### src/hdl/vlbp_pkg.sv
package vlbp_pkg;

  localparam int BYTE_W = 8;
  localparam int OP_W = 3;
  localparam int VALUE_W = 33;

  // Longest code: 2-bit tag plus a 32-bit body.
  localparam int CODE_W = 34;
  localparam int LEN_W = 6;
  // Up to 7 leftover bits plus one longest code.
  localparam int ACC_W = 41;
  localparam int CNT_W = 6;

  localparam int QUEUE_DEPTH = 4;

  localparam logic [OP_W-1:0] OP_U8 = 3'd0;
  localparam logic [OP_W-1:0] OP_U16 = 3'd1;
  localparam logic [OP_W-1:0] OP_U32 = 3'd2;
  localparam logic [OP_W-1:0] OP_S16 = 3'd3;
  localparam logic [OP_W-1:0] OP_S32 = 3'd4;
  localparam logic [OP_W-1:0] OP_FLUSH = 3'd5;

  localparam logic [1:0] TAG_ZERO = 2'd0;
  localparam logic [1:0] TAG_SHORT = 2'd1;
  localparam logic [1:0] TAG_MID = 2'd2;
  localparam logic [1:0] TAG_FULL = 2'd3;

  typedef struct packed {
    logic [CODE_W-1:0] code;
    logic [LEN_W-1:0] len;
    logic flush;
  } entry_t;

  typedef struct packed {
    logic busy;
    logic flush;
    logic [CNT_W-1:0] cnt;
  } back_status_t;

endpackage

### src/hdl/vlbp_front.sv
module vlbp_front (
  input  logic                             in_valid,
  output logic                             in_ready,
  input  logic [vlbp_pkg::OP_W-1:0]        in_op,
  input  logic signed [vlbp_pkg::VALUE_W-1:0] in_value,
  output logic                             push,
  output vlbp_pkg::entry_t                 push_entry,
  input  logic                             push_ready
);

  logic [7:0] v8;
  logic [15:0] v16;
  logic [31:0] v32;
  logic keep;
  vlbp_pkg::entry_t ent;

  assign v8 = in_value[7:0];
  assign v16 = in_value[15:0];
  assign v32 = in_value[31:0];

  always_comb begin
    keep = 1'b1;
    ent.code = '0;
    ent.len = '0;
    ent.flush = 1'b0;
    unique case (in_op)
      vlbp_pkg::OP_U8: begin
        if (v8 == 8'd0) begin
          ent.len = vlbp_pkg::LEN_W'(1);
        end else if (v8[7:4] == 4'd0) begin
          ent.code = vlbp_pkg::CODE_W'({v8[3:0], vlbp_pkg::TAG_SHORT});
          ent.len = vlbp_pkg::LEN_W'(6);
        end else begin
          ent.code = vlbp_pkg::CODE_W'({v8, vlbp_pkg::TAG_FULL});
          ent.len = vlbp_pkg::LEN_W'(10);
        end
      end
      vlbp_pkg::OP_U16: begin
        if (v16 == 16'd0) begin
          ent.code = vlbp_pkg::CODE_W'(vlbp_pkg::TAG_ZERO);
          ent.len = vlbp_pkg::LEN_W'(2);
        end else if (v16[15:5] == '0) begin
          ent.code = vlbp_pkg::CODE_W'({v16[4:0], vlbp_pkg::TAG_SHORT});
          ent.len = vlbp_pkg::LEN_W'(7);
        end else if (v16[15:8] == '0) begin
          ent.code = vlbp_pkg::CODE_W'({v16[7:0], vlbp_pkg::TAG_MID});
          ent.len = vlbp_pkg::LEN_W'(10);
        end else begin
          ent.code = vlbp_pkg::CODE_W'({v16, vlbp_pkg::TAG_FULL});
          ent.len = vlbp_pkg::LEN_W'(18);
        end
      end
      vlbp_pkg::OP_U32: begin
        if (v32 == 32'd0) begin
          ent.code = vlbp_pkg::CODE_W'(vlbp_pkg::TAG_ZERO);
          ent.len = vlbp_pkg::LEN_W'(2);
        end else if (v32[31:6] == '0) begin
          ent.code = vlbp_pkg::CODE_W'({v32[5:0], vlbp_pkg::TAG_SHORT});
          ent.len = vlbp_pkg::LEN_W'(8);
        end else if (v32[31:11] == '0) begin
          ent.code = vlbp_pkg::CODE_W'({v32[10:0], vlbp_pkg::TAG_MID});
          ent.len = vlbp_pkg::LEN_W'(13);
        end else begin
          ent.code = {v32, vlbp_pkg::TAG_FULL};
          ent.len = vlbp_pkg::LEN_W'(34);
        end
      end
      vlbp_pkg::OP_S16: begin
        // Adding the bias to a value in range just inverts the range's top bit.
        if (v16 == 16'd0) begin
          ent.code = vlbp_pkg::CODE_W'(vlbp_pkg::TAG_ZERO);
          ent.len = vlbp_pkg::LEN_W'(2);
        end else if (v16[15:4] == '0 || v16[15:4] == '1) begin
          ent.code = vlbp_pkg::CODE_W'({~v16[4], v16[3:0], vlbp_pkg::TAG_SHORT});
          ent.len = vlbp_pkg::LEN_W'(7);
        end else if (v16[15:7] == '0 || v16[15:7] == '1) begin
          ent.code = vlbp_pkg::CODE_W'({~v16[7], v16[6:0], vlbp_pkg::TAG_MID});
          ent.len = vlbp_pkg::LEN_W'(10);
        end else begin
          ent.code = vlbp_pkg::CODE_W'({~v16[15], v16[14:0], vlbp_pkg::TAG_FULL});
          ent.len = vlbp_pkg::LEN_W'(18);
        end
      end
      vlbp_pkg::OP_S32: begin
        if (v32 == 32'd0) begin
          ent.code = vlbp_pkg::CODE_W'(vlbp_pkg::TAG_ZERO);
          ent.len = vlbp_pkg::LEN_W'(2);
        end else if (v32[31:5] == '0 || v32[31:5] == '1) begin
          ent.code = vlbp_pkg::CODE_W'({~v32[5], v32[4:0], vlbp_pkg::TAG_SHORT});
          ent.len = vlbp_pkg::LEN_W'(8);
        end else if (v32[31:10] == '0 || v32[31:10] == '1) begin
          ent.code = vlbp_pkg::CODE_W'({~v32[10], v32[9:0], vlbp_pkg::TAG_MID});
          ent.len = vlbp_pkg::LEN_W'(13);
        end else begin
          ent.code = {~v32[31], v32[30:0], vlbp_pkg::TAG_FULL};
          ent.len = vlbp_pkg::LEN_W'(34);
        end
      end
      vlbp_pkg::OP_FLUSH: begin
        ent.flush = 1'b1;
      end
      default: begin
        // Unused op codes are taken and dropped.
        keep = 1'b0;
      end
    endcase
  end

  assign in_ready = push_ready;
  assign push = in_valid && push_ready && keep;
  assign push_entry = ent;

endmodule

### src/hdl/vlbp_queue.sv
module vlbp_queue #(
  parameter int DEPTH = vlbp_pkg::QUEUE_DEPTH
) (
  input  logic             clk,
  input  logic             rst_n,
  input  logic             push,
  input  vlbp_pkg::entry_t push_entry,
  output logic             push_ready,
  input  logic             pop,
  output logic             pop_valid,
  output vlbp_pkg::entry_t pop_entry
);

  localparam int PTR_W = $clog2(DEPTH);
  localparam int CNT_W = $clog2(DEPTH + 1);

  vlbp_pkg::entry_t mem_r [DEPTH];
  logic [PTR_W-1:0] wr_ptr_r, wr_ptr_nxt;
  logic [PTR_W-1:0] rd_ptr_r, rd_ptr_nxt;
  logic [CNT_W-1:0] count_r, count_nxt;
  logic do_push, do_pop;

  assign push_ready = (count_r != CNT_W'(DEPTH));
  assign pop_valid = (count_r != '0);
  assign pop_entry = mem_r[rd_ptr_r];

  assign do_push = push && push_ready;
  assign do_pop = pop && pop_valid;

  always_comb begin
    wr_ptr_nxt = wr_ptr_r;
    rd_ptr_nxt = rd_ptr_r;
    count_nxt = count_r;
    if (do_push) begin
      wr_ptr_nxt = (wr_ptr_r == PTR_W'(DEPTH - 1)) ? '0 : wr_ptr_r + 1'b1;
    end
    if (do_pop) begin
      rd_ptr_nxt = (rd_ptr_r == PTR_W'(DEPTH - 1)) ? '0 : rd_ptr_r + 1'b1;
    end
    if (do_push && !do_pop) begin
      count_nxt = count_r + 1'b1;
    end else if (do_pop && !do_push) begin
      count_nxt = count_r - 1'b1;
    end
  end

  always_ff @(posedge clk) begin
    if (!rst_n) begin
      wr_ptr_r <= '0;
      rd_ptr_r <= '0;
      count_r <= '0;
    end else begin
      wr_ptr_r <= wr_ptr_nxt;
      rd_ptr_r <= rd_ptr_nxt;
      count_r <= count_nxt;
    end
  end

  always_ff @(posedge clk) begin
    if (do_push) begin
      mem_r[wr_ptr_r] <= push_entry;
    end
  end

endmodule

### src/hdl/vlbp_back.sv
module vlbp_back (
  input  logic                         clk,
  input  logic                         rst_n,
  input  logic                         q_valid,
  input  vlbp_pkg::entry_t             q_entry,
  output logic                         q_pop,
  output logic                         out_valid,
  input  logic                         out_ready,
  output logic [vlbp_pkg::BYTE_W-1:0]  out_byte,
  output logic                         out_last_of_run,
  output logic                         out_end_of_packet,
  output vlbp_pkg::back_status_t       status
);

  localparam int ACC_W = vlbp_pkg::ACC_W;
  localparam int CNT_W = vlbp_pkg::CNT_W;
  localparam int BYTE_W = vlbp_pkg::BYTE_W;

  logic [ACC_W-1:0] acc_r, acc_nxt;
  logic [CNT_W-1:0] cnt_r, cnt_nxt;
  logic busy_r, busy_nxt;
  logic flush_r, flush_nxt;
  logic out_valid_r;
  logic [BYTE_W-1:0] out_byte_r;
  logic out_last_r;
  logic out_eop_r;

  logic can_adv, emit, full, last;
  logic [CNT_W-1:0] rem;
  logic [ACC_W-1:0] base_acc, new_acc;
  logic [CNT_W-1:0] base_cnt, new_cnt;
  logic free;

  assign can_adv = !out_valid_r || out_ready;
  assign emit = busy_r && can_adv;
  assign full = (cnt_r >= CNT_W'(BYTE_W));
  assign rem = cnt_r - CNT_W'(BYTE_W);
  // A partial byte only goes out on a flush, and it always ends the packet.
  assign last = full ? ((rem < CNT_W'(BYTE_W)) && !(flush_r && rem != '0)) : 1'b1;

  always_comb begin
    base_acc = acc_r;
    base_cnt = cnt_r;
    if (emit) begin
      base_acc = full ? (acc_r >> BYTE_W) : '0;
      base_cnt = full ? rem : '0;
    end
  end

  assign free = !busy_r || (emit && last);
  assign q_pop = free && q_valid;

  // The leftover is under one byte whenever a new code is merged in.
  assign new_acc = base_acc | (ACC_W'(q_entry.code) << base_cnt[2:0]);
  assign new_cnt = base_cnt + q_entry.len;

  always_comb begin
    acc_nxt = base_acc;
    cnt_nxt = base_cnt;
    flush_nxt = flush_r;
    busy_nxt = busy_r && !(emit && last);
    if (q_pop) begin
      acc_nxt = new_acc;
      cnt_nxt = new_cnt;
      flush_nxt = q_entry.flush;
      busy_nxt = (new_cnt >= CNT_W'(BYTE_W)) || (q_entry.flush && new_cnt != '0);
    end
  end

  always_ff @(posedge clk) begin
    if (!rst_n) begin
      acc_r <= '0;
      cnt_r <= '0;
      busy_r <= 1'b0;
      flush_r <= 1'b0;
      out_valid_r <= 1'b0;
    end else begin
      acc_r <= acc_nxt;
      cnt_r <= cnt_nxt;
      busy_r <= busy_nxt;
      flush_r <= flush_nxt;
      if (emit) begin
        out_valid_r <= 1'b1;
      end else if (out_ready) begin
        out_valid_r <= 1'b0;
      end
    end
  end

  always_ff @(posedge clk) begin
    if (emit) begin
      out_byte_r <= acc_r[BYTE_W-1:0];
      out_last_r <= last;
      out_eop_r <= !full;
    end
  end

  assign out_valid = out_valid_r;
  assign out_byte = out_byte_r;
  assign out_last_of_run = out_last_r;
  assign out_end_of_packet = out_eop_r;

  assign status.busy = busy_r;
  assign status.flush = flush_r;
  assign status.cnt = cnt_r;

endmodule

### src/hdl/varlen_integer_bit_packer_core.sv
// Packs typed integers (u8, u16, u32, s16, s32) into an LSB-first bit stream,
// each as a 2-bit size tag and a short, medium or full body (a zero as the tag
// alone, a u8 zero as a single 0 bit), delivered one byte per transaction; a
// flush item pads the last partial byte with zeros and flags it as the end of
// the packet. The input side encodes an item in the cycle it is accepted and
// parks it in a small queue, so items can be taken on consecutive cycles until
// the queue fills. The byte assembler drains the queue, taking the next item
// as it emits the last of the 0-5 bytes an item completes; the single-byte
// output port sets the sustained rate. Unused op codes are taken and dropped.
module varlen_integer_bit_packer_core #(
  parameter int QUEUE_DEPTH = vlbp_pkg::QUEUE_DEPTH
) (
  input  logic                                clk,
  input  logic                                rst_n,
  input  logic                                in_valid,
  output logic                                in_ready,
  input  logic [vlbp_pkg::OP_W-1:0]           in_op,
  input  logic signed [vlbp_pkg::VALUE_W-1:0] in_value,
  output logic                                out_valid,
  input  logic                                out_ready,
  output logic [vlbp_pkg::BYTE_W-1:0]         out_byte,
  output logic                                out_last_of_run,
  output logic                                out_end_of_packet
);

  logic push, push_ready;
  vlbp_pkg::entry_t push_entry;
  logic q_pop, q_valid;
  vlbp_pkg::entry_t q_entry;
  vlbp_pkg::back_status_t bst;

  vlbp_front u_front (
    .in_valid   (in_valid),
    .in_ready   (in_ready),
    .in_op      (in_op),
    .in_value   (in_value),
    .push       (push),
    .push_entry (push_entry),
    .push_ready (push_ready)
  );

  vlbp_queue #(
    .DEPTH (QUEUE_DEPTH)
  ) u_queue (
    .clk        (clk),
    .rst_n      (rst_n),
    .push       (push),
    .push_entry (push_entry),
    .push_ready (push_ready),
    .pop        (q_pop),
    .pop_valid  (q_valid),
    .pop_entry  (q_entry)
  );

  vlbp_back u_back (
    .clk               (clk),
    .rst_n             (rst_n),
    .q_valid           (q_valid),
    .q_entry           (q_entry),
    .q_pop             (q_pop),
    .out_valid         (out_valid),
    .out_ready         (out_ready),
    .out_byte          (out_byte),
    .out_last_of_run   (out_last_of_run),
    .out_end_of_packet (out_end_of_packet),
    .status            (bst)
  );

`ifndef NO_ASSERTIONS
  // A padded end-of-packet byte always closes the run of its flush.
  a_eop_is_last: assert property (@(posedge clk) disable iff (!rst_n)
    out_valid && out_end_of_packet |-> out_last_of_run)
    else $error("end-of-packet byte without last_of_run");

  // With no item in progress, less than one byte is left over.
  a_idle_leftover: assert property (@(posedge clk) disable iff (!rst_n)
    !bst.busy |-> bst.cnt < vlbp_pkg::CNT_W'(vlbp_pkg::BYTE_W))
    else $error("assembler idle with a whole byte pending");

  // An item in progress always has a byte left to deliver.
  a_busy_has_byte: assert property (@(posedge clk) disable iff (!rst_n)
    bst.busy |-> (bst.cnt >= vlbp_pkg::CNT_W'(vlbp_pkg::BYTE_W)) ||
                 (bst.flush && bst.cnt != '0))
    else $error("assembler busy with nothing to deliver");
`endif

endmodule

### config.mk
export PLATFORM = sky130hd
export DESIGN_NAME = varlen_integer_bit_packer_core
export DESIGN_NICKNAME = d
export VERILOG_FILES = /design/src/hdl/vlbp_pkg.sv /design/src/hdl/vlbp_front.sv /design/src/hdl/vlbp_queue.sv /design/src/hdl/vlbp_back.sv /design/src/hdl/varlen_integer_bit_packer_core.sv
export SDC_FILE = /design/constraint.sdc
export NUM_CORES = 1
export LEC_CHECK = 0
export BUFFER_PORTS_ARGS = -buffer_cell sky130_fd_sc_hd__buf_2
export CAP_MARGIN = 20
export CORE_MARGIN = 2
export CORE_UTILIZATION = 53
export CTS_BUF_LIST = sky130_fd_sc_hd__clkbuf_4
export DETAILED_ROUTE_END_ITERATION = 16
export GPL_TIMING_DRIVEN = 0
export PLACE_DENSITY = 0.81
export SYNTH_ARGS = -nofsm -noshare
export SYNTH_HDL_FRONTEND = slang
export SYNTH_SLANG_ARGS = --single-unit
### constraint.sdc
create_clock -name clk -period 3.2 [get_ports clk]
set_input_delay 0.64 -clock clk [delete_from_list [all_inputs] [get_ports clk]]
set_output_delay 0.64 -clock clk [all_outputs]
set_load 0.05 [all_outputs]
; ---- Word-level counts from Yosys, hierarchy flattened
; Memory sizes are Yosys's and may differ from the RTL's. A register that Yosys moved wholly into a read port is not among the register bits.
; Index checks and enable logic that the tools add are counted.
[totals]
ff_bits = 67
ramBits = 164
input_bits = 40
output_inout_bits = 12
n_memories = 1
[op_classes]
n_addsub = 6
magnitude_cmp = 3
n_eq_ne = 12
shift = 1
muxes = 36
bitwise = 7
reduce_logical = 46
[mem_list]
columns = memory, depth, word_bits, rd, rd_clocked_by_memory_dff, write_ports, line
row1 = u_queue.mem_r, 4, 41, 1, 1, 1, vlbp_queue.sv:17  ; vlbp_pkg::entry_t mem_r [DEPTH];
[op_table]
columns = operator, count
row1 = two-way mux 40 bit, 10
row2 = one-hot mux 40 bit (5 select lines), 1
row3 = two-way mux 41 bit, 2
row4 = two-way mux 24 bit, 2
row5 = OR 41 bit, 1
row6 = << shifter 34 x 3 -> 41 bit, 1
row7 = two-way mux 34 bit, 1
row8 = two-way mux 33 bit, 1
row9 = zero test 32 bit, 1
row10 = == test 27 bit (second input constant), 1
row11 = zero test 27 bit, 1
row12 = zero test 26 bit, 1
row13 = two-way mux 6 bit, 4
row14 = == test 22 bit (second input constant), 1
row15 = zero test 22 bit, 1
row16 = zero test 21 bit, 1
row17 = zero test 16 bit, 1
row18 = zero test 8 bit, 2
row19 = two-way mux 16 bit, 1
row20 = logical AND 1 bit, 13
row21 = == test 12 bit (second input constant), 1
row22 = >= comparator 6 x 4 -> 1 bit (second input constant), 2
row23 = zero test 12 bit, 1
row24 = nonzero test 6 bit, 2
row25 = 25 further kinds, 58

; ---- Longest topological paths before layout
; Gate-level depths: netlist of run 1.
[logic_depth]
word_depth = 13
ltp_mapped = 15

; ---- Cells and area by module
; From an unflattened synthesis of run 1, not the netlist that was laid out.
[unflattened]
cells_unflattened = 946
hier_area_um2 = 11903.9
[modules_own_cells]
columns = module, instances, cells_per_inst, area_each_um2
row1 = vlbp_queue, 1, 266, 6392.4
row2 = vlbp_back, 1, 515, 4443.0
row3 = vlbp_front, 1, 165, 1068.5

; ---- Least setup slack after synthesis of run 1
; OpenSTA, ideal clock, no wires.
[synth_timing]
path_type = register -> register
start = register u_back.out_valid_r, in the netlist u_back.out_valid
end = register u_back.busy_r
setup_time_ns = 0.130
arrival_time_ns = 3.001
slack_ns = 0.069
path_stages_with_launch = 14
period_less_slack_ns = 3.131
path_cell_list = dfxtp_1 > nand2b_1 > a31oi_1 > buf_4 > buf_2 > ha_1 > inv_1 > fa_1 > nor2b_1 > o21ai_0 > nand2b_1 > xor2_1 > nor4_1 > o22ai_1
[synth_between]
elab_chain_cells = 9
elab_cells_between_ends = 15
classes_between = add/sub: 1 / order compare: 1 / mux: 2 / reduce/logical: 11
[synth_rtl]
columns = element, line
row1 = start: declaration, vlbp_back.sv:23  ; logic out_valid_r;
row2 = start signal: assignment, vlbp_back.sv:76  ; out_valid_r <= 1'b0;
row3 = start signal: assignment, vlbp_back.sv:83  ; out_valid_r <= 1'b1;
row4 = start signal: assignment, vlbp_back.sv:85  ; out_valid_r <= 1'b0;
row5 = zero test 1 bit *, vlbp_back.sv:34  ; assign can_adv = !out_valid_r || out_ready;
row6 = logical OR 1 bit *, vlbp_back.sv:34
row7 = logical AND 1 bit *, vlbp_back.sv:35  ; assign emit = busy_r && can_adv;
row8 = branches (longest 5 deep; another with adder 6 bit), n/a
row9 = two-way mux 1 bit *, vlbp_back.sv:62  ; if (q_pop) begin
row10 = end signal: assignment, vlbp_back.sv:80  ; busy_r <= busy_nxt;
row11 = end: declaration, vlbp_back.sv:21  ; logic busy_r, busy_nxt;
; Mark *: on every way between the ends.
; A chain may end at the register's enable or synchronous reset.

; ---- Worst setup path after layout of run 1
[layout_timing]
start = register u_back.cnt_r[4]
end = register u_queue.count_r[2]
[layout_between]
elab_chain_cells = 13
elab_cells_between_ends = 17
classes_between = add/sub: 1 / order compare: 2 / mux: 2 / reduce/logical: 12
[layout_rtl]
columns = element, line
row1 = start: declaration, vlbp_back.sv:20  ; logic [CNT_W-1:0] cnt_r, cnt_nxt;
row2 = start signal: assignment, vlbp_back.sv:79  ; cnt_r <= cnt_nxt;
row3 = branches (longest 5 deep; another with subtractor 6 x 4 -> 6 bit), n/a
row4 = two-way mux 1 bit *, vlbp_back.sv:39  ; assign last = full ? ((rem < CNT_W'(BYTE_W)) && !(flush_r && rem != '0)) : 1'b1;
row5 = logical AND 1 bit *, vlbp_back.sv:50  ; assign free = !busy_r || (emit && last);
row6 = logical OR 1 bit *, vlbp_back.sv:50
row7 = logical AND 1 bit *, vlbp_back.sv:51  ; assign q_pop = free && q_valid;
row8 = logical AND 1 bit *, vlbp_queue.sv:28  ; assign do_pop = pop && pop_valid;
row9 = zero test 1 bit, vlbp_queue.sv:40  ; if (do_push && !do_pop) begin
row10 = logical AND 1 bit, vlbp_queue.sv:40
row11 = two-way mux 3 bit or nonzero test 2 bit (tied branches), n/a
row12 = end signal: assignment, vlbp_queue.sv:55  ; count_r <= count_nxt;
row13 = end: declaration, vlbp_queue.sv:20  ; logic [CNT_W-1:0] count_r, count_nxt;
; Marked as above.

==> reports/results.tsv, run 1 <==
stage	metric	value	unit
outcome	status	completed	
power_and_ir_drop	Sequential Power Share	38.6	%
placed_design	Place WS	-0.636	ns
die	die area	0.0215	mm2
yosys	ys flop type	edfxtp_1	
power_and_ir_drop	Sw Ratio	35.6	%
sta	Max-slew headroom	29.0	%
sta	post-route clock period utilization	96.1	%
yosys	net count of the mapped netlist	846	
yosys	synthesized instance count	791	
yosys	flops & latches, synth	233	
layout	Area growth, synth to finish	13.8	%
yosys	Avg Cell Area, Syn	13.7	um2
worst_setup_path	worst r2r src	u_back.cnt_r[4]	
route	# DRC	0	
power_and_ir_drop	Psw	3.61	mW
min_path	worst hold path endpoint	u_back.busy_r	
worst_setup_path	CP max stage cell	or4b_4	
worst_setup_path	Largest delay share family, worst path	simple AND/OR/NAND/NOR gates	
worst_setup_path	crit path kind	register to register	
global_routing	initial antenna violation count	1	
layout	Layout Utilization	61.1	%
route	Initial DRT Pass Iterations	6	
route	number of DRC markers in iteration 0	760	
global_routing	vias in the first global route	7227	
power_and_ir_drop	combinational share of power	39.2	%
sta	RSZ-0062 raised after global routing	yes	
sta	Worst Tran Pin Value	1.05	ns
sta	setup ws final	0.125	ns
worst_setup_path	CP cell instances	inv_2, ha_4, or4b_4, a32oi_2, o21ai_2, and2_1, buf_6, inv_2, buf_8, ha_2, inv_1, fa_1, xor2_1, or3_1, a21oi_1	
global_routing	Total GRT Usage	23.1	%
route	Avg Vias per Cell	6.04	
worst_setup_path	CP most frequent cell	inv_2	
worst_setup_path	Reg-to-Reg End	u_queue.count_r[2]	
layout	fin cells	1212	
power_and_ir_drop	total power	10.1	mW
sta	Final Hold Violating Endpoints	0	
power_and_ir_drop	pwr dens	826	mW/mm2
global_routing	total gr overflow	0	
clock_network	# H-tree levels	2	
clock_network	clock root cell	clkbuf_4	
placed_design	Placed Cells	1113	
route	Routed WL	24.5	mm
layout	share of cells above drive strength 1	25.1	%
yosys	post-synthesis cell type count	66	
yosys	mapped cell area	0.0108	mm2
placed_design	port bufs	47	
route	Final ANT Viol Nets	0	
die	Die X-Extent	147	um
sta	Final Critical Period	3.07	ns
clock_network	worst skew pair latency	0.68	ns
die	I/O Pins	52	
worst_setup_path	critical path data arrival time	3.67	ns
min_path	Hold Path Stages	3	
clock_network	clock-pin slew of the registers on the worst-case setup and hold paths	0.06	ns
route	detailed-route wire length per cell	20.2	um
yosys	sequential share of the synthesized area	59.3	%
route	DR vias	7319	
layout	layout net count	963	
placed_design	Routability Congestion	0.923	
sta	Final setup viols	0	
clock_network	CTS Hold Bufs	0	
global_routing	largest net degree at the start of global routing	31	
power_and_ir_drop	Internal	6.54	mW
global_routing	global-route wire length before repair	38.8	mm
die	Core Box Area	0.0201	mm2
yosys	Syn. warnings	0	
clock_network	CTS Buf Count	55	
sta	final max-slew violation count	0	
power_and_ir_drop	Max rail drop VDD	298	uV
sta	Achievable Freq	325	MHz
die	# rows	52	
power_and_ir_drop	share of total power in the clock network	22.2	%
run	Max-Cap Viols	0	
sta	setup TNS	0	ns
worst_setup_path	Worst Path Buf+Inv	5	
placed_design	post-DP HPWL	17.6	mm
min_path	hold wc startpoint	rst_n	
worst_setup_path	FF-to-FF path depth	15	
die	initial core utilization	53.7	%
worst_setup_path	crit start category	register	
worst_setup_path	Setup crit end kind	register	
worst_setup_path	Worst EP required	3.79	ns
clock_network	CTS tree	done	
worst_setup_path	crit-path max FO	6	
yosys	number of synthesized flops with an enable pin	174	
yosys	asr flop ratio synth	0	%
worst_setup_path	CP peak stage delay	0.47	ns
min_path	HP Class	primary input to register	
sta	Setup Skew	0.0384	ns
power_and_ir_drop	leakage	4.18	nW
clock_network	# clock sinks	233	
layout	antenna cells	0	
die	Die Span Y	147	um
clock_network	Bufs on Longest Clock Path	3	
worst_setup_path	reg-to-reg slack, setup	0.13	ns
-- power groups by stage --
stage | Sequential (mW) | Clock [mW] | Combinational, mW
3_5_place_dp | 3.96 | 0 | 3.75
6_report | 3.92 | 2.25 | 3.98
5_1_grt | 3.96 | 2.45 | 4.33
2_1_floorplan | 4.07 | 0 | 2.69
3_3_place_gp | 3.95 | 0 | 3.67
4_1_cts | 3.90 | 2.31 | 3.83
-- cell usage after synthesis, drive strengths merged, types with 3 or more instances --
cell	count	area share, %
a21oi	26	1.2
a222oi	6	0.56
a22oi	58	4.0
a31oi	8	0.46
and2	31	1.8
and3	3	0.17
buf	22	1.2
clkbuf	28	0.98
dfxtp	59	11
edfxtp	174	48
ha	13	1.5
inv	20	0.70
mux2i	75	7.0
mux4	41	8.6
nand2	36	1.3
nand2b	4	0.23
nand3	13	0.60
nand4	16	0.93
nor2	38	1.4
nor2b	6	0.35
nor3	11	0.66
nor4	11	0.78
o21ai	38	1.8
o22ai	5	0.29
o31ai	3	0.21
or3	5	0.29
xnor2	4	0.32
xor2	3	0.24
-- through the flow --
step / instance area (um2) / hold slack [ns]
floorplan: 10800 / 0.407
global placement: 11400 / 0.416
detailed placement: 11500 / 0.422
CTS: 12200 / 0.211
global route: 12300 / 0.245
finish: 12300 / 0.281
-- sequential cells by signal, indices dropped and copies added, names as in the netlist, named ones only --
name                      cells
u_back.out_last_of_run        1
u_back.acc_r                 41
u_back.cnt_r                  6
u_queue.wr_ptr_r              2
u_queue.rd_ptr_r              2
u_queue.count_r               3
u_back.out_end_of_packet      1
u_back.out_valid              1
u_back.busy_r                 1
u_queue.mem_r               164
u_back.out_byte               8
u_back.flush_r                1
-- cells by family (layout without fill, tap and decap cells) --
logic type               count (synthesis)  after routing  share of synthesized area, %
adder cells (fa/ha/maj)                 15             15                          1.88
buffers and inverters                   70            221                          2.85
AO/OA/AOI/OAI                          170            170                          10.7
AND/OR/NAND/NOR                        178            178                          8.83
flip-flops                             233            233                          59.3
multiplexers                           117            117                          15.6
XOR/XNOR                                 8              8                         0.788
-- area by class of cell --
type                       instances  area (um2)
sequential                       233        6410
clock buffer                      83         623
fill                            1525        7810
clock inverter                     8        41.3
tap                              270         338
multi-input combinational        488        4140
buffer                            47         248
timing repair buffer              63         415
inverter                          20        78.8
-- what timing repair did --
| item | in CTS | in global routing |
|---|---|---|
| setup endpoints to repair | 4 | 3 |
| pin swaps | 1 | 5 |
| setup buffers | 1 | 10 |
| resized for setup | 11 | 15 |
| cloned | 0 | 0 |
-- layer usage --
metal / wire [um] / share of wire (%) / vias up / GRT usage, %
met5: 0 / 0 / - / 0
met4: 589 / 2.4 / 0 / 8.16
met3: 1700 / 6.9 / 52 / 4.60
met2: 11800 / 48 / 320 / 37.3
met1: 10400 / 42 / 3554 / 31.7
li1: - / - / 3393 / -
-- cells in the final DEF, fill, tap and decap left out, types with 7 or more instances in the layout --
master    count
nand3_1      13
a21oi_1      25
nand4_1      16
dfxtp_1      57
clkbuf_4     84
clkbuf_1     26
buf_4        16
nor2_1       37
ha_1         11
a22oi_1      58
nor3_1        9
o21ai_0      34
edfxtp_1    174
buf_2        55
inv_1        17
mux2i_1      75
and2_1       27
nor4_1        9
mux4_2       41
nand2_1      36
a31oi_1       7
-- worst max-delay path by stage --
stage                           startpoint                 end  slack (ns)  cells past startpoint
after CTS                  u_back.cnt_r[4]  u_queue.count_r[2]       0.003                     15
after floorplan           u_back.out_valid       u_back.busy_r        0.07                     13
after global routing       u_back.cnt_r[4]  u_queue.count_r[2]       -0.01                     15
after global placement            register       u_back.busy_r       -0.60                     10
after detailed placement          register       u_back.busy_r       -0.64                     10
final                      u_back.cnt_r[4]  u_queue.count_r[2]        0.13                     15
-- worst min-delay path, cell delays in order --
cell and delay (ns):
buf_2 0.14, nand2_1 0.06, o22ai_1 0.05
(Power assumes the default switching activity.)
==> run 2: changes to the inputs <==
--- a/config.mk
+++ b/config.mk
@@ -9,7 +9,6 @@
 export CAP_MARGIN = 20
 export CORE_MARGIN = 2
 export CORE_UTILIZATION = 53
-export CTS_BUF_LIST = sky130_fd_sc_hd__clkbuf_4
 export DETAILED_ROUTE_END_ITERATION = 16
 export GPL_TIMING_DRIVEN = 0
 export PLACE_DENSITY = 0.81
==> reports/results.tsv, run 2 (synthesis results as in run 1) <==
stage	metric	value	unit
outcome	status	completed	
layout	antenna cells	0	
layout	max reg flops	164	
die	# rows	52	
clock_network	worst skew pair latency	0.50	ns
worst_setup_path	Crit. Startpoint	u_back.cnt_r[4]	
power_and_ir_drop	share of total power in the clock network	24.8	%
worst_setup_path	Setup crit end kind	register	
min_path	worst hold path endpoint	u_back.out_byte[5]	
layout	commonest cells after routing, fill and taps aside	174 x edfxtp_1, 75 x mux2i_1, 58 x a22oi_1	
layout	share of cells above drive strength 1	20.2	%
sta	Final Hold Violating Endpoints	0	
sta	Achievable Freq	326	MHz
clock_network	CTS tree	done	
sta	Worst Tran Pin Value	0.663	ns
layout	Area growth, synth to finish	14.4	%
sta	Setup Skew	0.0105	ns
sta	Final setup viols	0	
power_and_ir_drop	combinational share of power	37.9	%
clock_network	CTS Buf Count	23	
power_and_ir_drop	Psw	3.62	mW
layout	total area of sequential cells	0.00641	mm2
global_routing	global-route wire length before repair	38.7	mm
layout	layout net count	929	
power_and_ir_drop	pwr dens	853	mW/mm2
route	Avg Vias per Cell	6.17	
sta	final max-slew violation count	0	
placed_design	placed cell area	0.0115	mm2
die	Core Box Area	0.0201	mm2
die	initial core utilization	53.7	%
route	number of DRC markers in iteration 0	814	
power_and_ir_drop	total power	10.5	mW
die	I/O Pins	52	
placed_design	Routability Congestion	0.923	
clock_network	# H-tree levels	1	
worst_setup_path	CP cell instances	inv_2, ha_4, or4b_4, a32oi_2, o21ai_2, and2_4, buf_6, inv_2, buf_8, ha_4, inv_1, fa_1, xor2_1, or3_1, a21oi_1	
layout	fillcell total	1501	
worst_setup_path	worst r2r src	u_back.cnt_r[4]	
die	Die X-Extent	147	um
route	# DRC	0	
global_routing	largest net degree at the start of global routing	31	
layout	most common cell after layout, fill and taps aside	edfxtp_1	
worst_setup_path	CP max stage cell	or4b_4	
global_routing	total gr overflow	0	
layout	area of the multi-input gates	0.00416	mm2
sta	Max-slew headroom	55.5	%
global_routing	Total GRT Usage	23.1	%
min_path	HP Class	register to register	
route	Initial DRT Pass Iterations	5	
worst_setup_path	reg-to-reg slack, setup	0.13	ns
layout	Biggest register	u_queue.mem_r	
die	Die Span Y	147	um
worst_setup_path	CP peak stage delay	0.47	ns
placed_design	post-DP HPWL	17.6	mm
worst_setup_path	Worst EP required	3.63	ns
min_path	Hold Path Stages	0	
worst_setup_path	FF-to-FF path depth	15	
sta	Final Critical Period	3.07	ns
layout	fin area	0.0124	mm2
route	Final ANT Viol Nets	0	
power_and_ir_drop	Sequential Power Share	37.3	%
worst_setup_path	critical path data arrival time	3.50	ns
power_and_ir_drop	leakage	4.12	nW
min_path	hold wc startpoint	u_back.acc_r[5]	
sta	post-route clock period utilization	96.0	%
sta	worst hold margin	0.435	ns
worst_setup_path	Reg-to-Reg End	u_queue.count_r[2]	
worst_setup_path	crit path kind	register to register	
clock_network	CTS Hold Bufs	0	
route	detailed-route wire length per cell	21.3	um
worst_setup_path	crit start category	register	
clock_network	Bufs on Longest Clock Path	3	
power_and_ir_drop	Internal	6.92	mW
run	Max-Cap Viols	0	
placed_design	port bufs	47	
power_and_ir_drop	Max rail drop VDD	421	uV
sta	setup TNS	0	ns
clock_network	# clock sinks	233	
global_routing	vias in the first global route	7019	
route	DR vias	7157	
power_and_ir_drop	Sw Ratio	34.3	%
route	Routed WL	24.7	mm
die	die area	0.0215	mm2
global_routing	initial antenna violation count	1	
clock_network	clock-pin slew of the registers on the worst-case setup and hold paths	0.06	ns
worst_setup_path	crit-path max FO	6	
clock_network	clock root cell	clkbuf_16	
[run 2: changes by cell type in the layout (fill, tap and decap cells not counted), sizes merged]
| cell | change |
|---|---|
| clkinv | +4 |
| buf | -3 |
| bufinv | +3 |
| clkbuf | -57 |
| clkinvlp | +1 |
[run 2: critical path: cells and delay by family, from the launching register on]
kind	cells	cell delay [ns]
buffers and inverters	5	0.43
DFF	1	0.33
and+or+nand+nor	3	1.00
xor gates and xnor gates	1	0.18
AOI/OAI and AO/OA	3	0.43
adders and majority gates	3	0.63
[run 2: layout make-up]
| type | instances | area share (%) |
|---|---|---|
| Clock inverter | 16 | 1.20 |
| Buffer | 47 | 2.01 |
| Sequential cell | 233 | 51.9 |
| Clock buffer | 25 | 4.72 |
| Inverter | 20 | 0.638 |
| Tap cell | 270 | 2.73 |
| Multi-Input combinational cell | 488 | 33.7 |
| Timing Repair Buffer | 61 | 3.12 |
[run 2: timing repair]
| item | CTS | global route |
|---|---|---|
| setup endpoints to repair | 4 | 3 |
| buffers inserted | 1 | 7 |
| pin swaps | 1 | 6 |
| resized for setup | 12 | 17 |
| cloned | 0 | 0 |
[run 2: stage by stage]
stage / setup slack, ns / utilization, % / cells
floorplan: 0.0690 / - / 791
global placement: -0.601 / 56.6 / 1108
detailed placement: -0.636 / 57.0 / 1113
CTS: 0.00587 / 60.9 / 1154
global route: -0.00901 / 61.4 / 1160
finish: 0.129 / 61.4 / 1160
[run 2: how the worst max path moves through the flow]
| stage | to | slack, ns |
|---|---|---|
| floorplan | u_back.busy_r | 0.07 |
| global placement | u_back.busy_r | -0.60 |
| detailed placement | u_back.busy_r | -0.64 |
| CTS | u_back.busy_r | 0.006 |
| global route | u_queue.count_r[2] | -0.009 |
| finish | u_queue.count_r[2] | 0.13 |
[run 2: power by group through the flow]
stage / logic [mW] / clock network (mW) / registers (mW)
2_1_floorplan: 2.69 / 0 / 4.07
3_3_place_gp: 3.67 / 0 / 3.95
3_5_place_dp: 3.75 / 0 / 3.96
4_1_cts: 3.84 / 2.64 / 3.90
5_1_grt: 4.34 / 2.77 / 3.96
6_report: 4.00 / 2.62 / 3.93
[run 2: routing by layer]
layer / vias to the layer above / GRT usage, % / share of wire (%)
met3: 40 / 3.01 / 6.6
li1: 3290 / - / -
met1: 3527 / 32.4 / 43
met4: 0 / 7.33 / 2.1
met5: - / 0 / 0
met2: 300 / 38.0 / 49
==> run 3: changes to the inputs <==
--- a/config.mk
+++ b/config.mk
@@ -9,8 +9,8 @@
 export CAP_MARGIN = 20
 export CORE_MARGIN = 2
 export CORE_UTILIZATION = 53
+export CTS_CLUSTER_DIAMETER = 40
 export DETAILED_ROUTE_END_ITERATION = 16
-export GPL_TIMING_DRIVEN = 0
 export PLACE_DENSITY = 0.81
 export SYNTH_ARGS = -nofsm -noshare
 export SYNTH_HDL_FRONTEND = slang
==> reports/results.tsv, run 3 (synthesis results as in run 1) <==
stage	metric	value	unit
layout	max reg flops	164	
clock_network	Bufs on Longest Clock Path	3	
sta	Max-slew headroom	36.1	%
route	detailed-route wire length per cell	21.1	um
global_routing	total gr overflow	0	
power_and_ir_drop	leakage	4.18	nW
die	Die X-Extent	147	um
clock_network	CTS Buf Count	28	
clock_network	worst skew pair latency	0.53	ns
global_routing	Total GRT Usage	22.7	%
global_routing	vias in the first global route	6900	
worst_setup_path	critical path data arrival time	3.46	ns
outcome	status	completed	
sta	Final Hold Violating Endpoints	0	
sta	setup TNS	0	ns
power_and_ir_drop	Max rail drop VDD	492	uV
run	Max-Cap Viols	0	
clock_network	CTS Hold Bufs	0	
route	Routed WL	24.2	mm
sta	post-route clock period utilization	93.8	%
die	initial core utilization	53.7	%
route	# DRC	0	
die	# rows	52	
layout	Biggest register	u_queue.mem_r	
sta	Achievable Freq	333	MHz
die	I/O Pins	52	
clock_network	Post-CTS Setup Bufs	0	
global_routing	largest net degree at the start of global routing	43	
worst_setup_path	CP max stage cell	or4b_4	
die	Core Box Area	0.0201	mm2
die	Die Span Y	147	um
sta	final max-slew violation count	0	
layout	most common cell after layout, fill and taps aside	edfxtp_1	
min_path	HP Class	primary input to register	
clock_network	# clock sinks	233	
placed_design	port bufs	50	
worst_setup_path	crit-path max FO	5	
sta	Final Critical Period	3.00	ns
layout	area of the multi-input gates	0.00411	mm2
worst_setup_path	Setup crit end kind	register	
route	Final ANT Viol Nets	0	
sta	Setup Skew	0.0116	ns
layout	fillcell total	1477	
placed_design	Routability Congestion	0.954	
route	number of DRC markers in iteration 0	752	
layout	fin area	0.0124	mm2
layout	commonest cells after routing, fill and taps aside	174 x edfxtp_1, 75 x mux2i_1, 58 x a22oi_1	
clock_network	post-CTS sizing	0	
worst_setup_path	Largest delay share family, worst path	simple AND/OR/NAND/NOR gates	
worst_setup_path	crit start category	register	
route	Initial DRT Pass Iterations	5	
sta	RSZ-0062 raised after global routing	yes	
clock_network	clock root cell	clkbuf_16	
global_routing	initial antenna violation count	0	
layout	antenna cells	0	
clock_network	# H-tree levels	1	
layout	Layout Utilization	61.7	%
clock_network	clock-pin slew of the registers on the worst-case setup and hold paths	0.06	ns
power_and_ir_drop	pwr dens	868	mW/mm2
worst_setup_path	CP cell instances	inv_1, ha_1, or4b_4, a32oi_1, o21ai_1, and2_2, inv_2, ha_1, inv_1, fa_1, xor2_1, or3_1, a21oi_1	
worst_setup_path	Worst EP required	3.65	ns
layout	layout net count	906	
layout	total area of sequential cells	0.00641	mm2
placed_design	placed cell area	0.0115	mm2
sta	Final setup viols	0	
placed_design	post-DP HPWL	16.3	mm
worst_setup_path	Worst Path Buf+Inv	3	
layout	share of cells above drive strength 1	21.8	%
layout	Area growth, synth to finish	14.8	%
clock_network	CTS tree	done	
die	die area	0.0215	mm2
global_routing	global-route wire length before repair	38.7	mm
worst_setup_path	CP peak stage delay	0.47	ns
worst_setup_path	crit path kind	register to register	
sta	Worst Tran Pin Value	0.959	ns
route	DR vias	7118	
route	Avg Vias per Cell	6.23	
-- run 3: final timing paths --
check,depth (start not counted),start,end,slack [ns]
min,3,rst_n,u_back.busy_r,0.41
max reg2reg,13,u_back.cnt_r[4],u_queue.count_r[2],0.20
max,13,u_back.cnt_r[4],u_queue.count_r[2],0.20
min reg2reg,0,u_back.acc_r[6],u_back.out_byte[6],0.43
-- run 3: cell type report --
type | instances | area share [%]
sequential | 233 | 51.7
multi-input combinational | 488 | 33.2
tap | 270 | 2.73
timing repair buffer | 80 | 4.24
clock inverter | 19 | 1.56
clock buffer | 33 | 5.98
inverter | 20 | 0.606
-- run 3: power by group --
part | switching, mW | internal [mW]
clock network | 1.25 | 1.84
registers | 0.263 | 3.71
logic | 2.17 | 1.52
-- run 3: worst min-delay path: stages --
cell and delay (ns):
buf_2 0.13, nand2_1 0.06, o22ai_1 0.05
-- run 3: routing by layer --
layer,GRT usage (%),vias up,part of all wire (%)
met1,32.0,3501,42
met3,3.48,39,7.3
met5,0,-,0
met2,38.1,312,49
li1,-,3266,-
met4,4.22,0,1.6
-- run 3: metrics by stage --
stage,hold slack (ns),setup WS (ns),std cells,power (mW)
6_report,0.407,0.197,1143,10.8
5_1_grt,0.415,-0.0222,1143,11.3
3_5_place_dp,0.421,0.0437,1091,7.67
2_1_floorplan,0.407,0.0690,791,6.76
3_3_place_gp,0.417,0.111,1091,7.59
4_1_cts,0.396,0.0691,1143,10.8
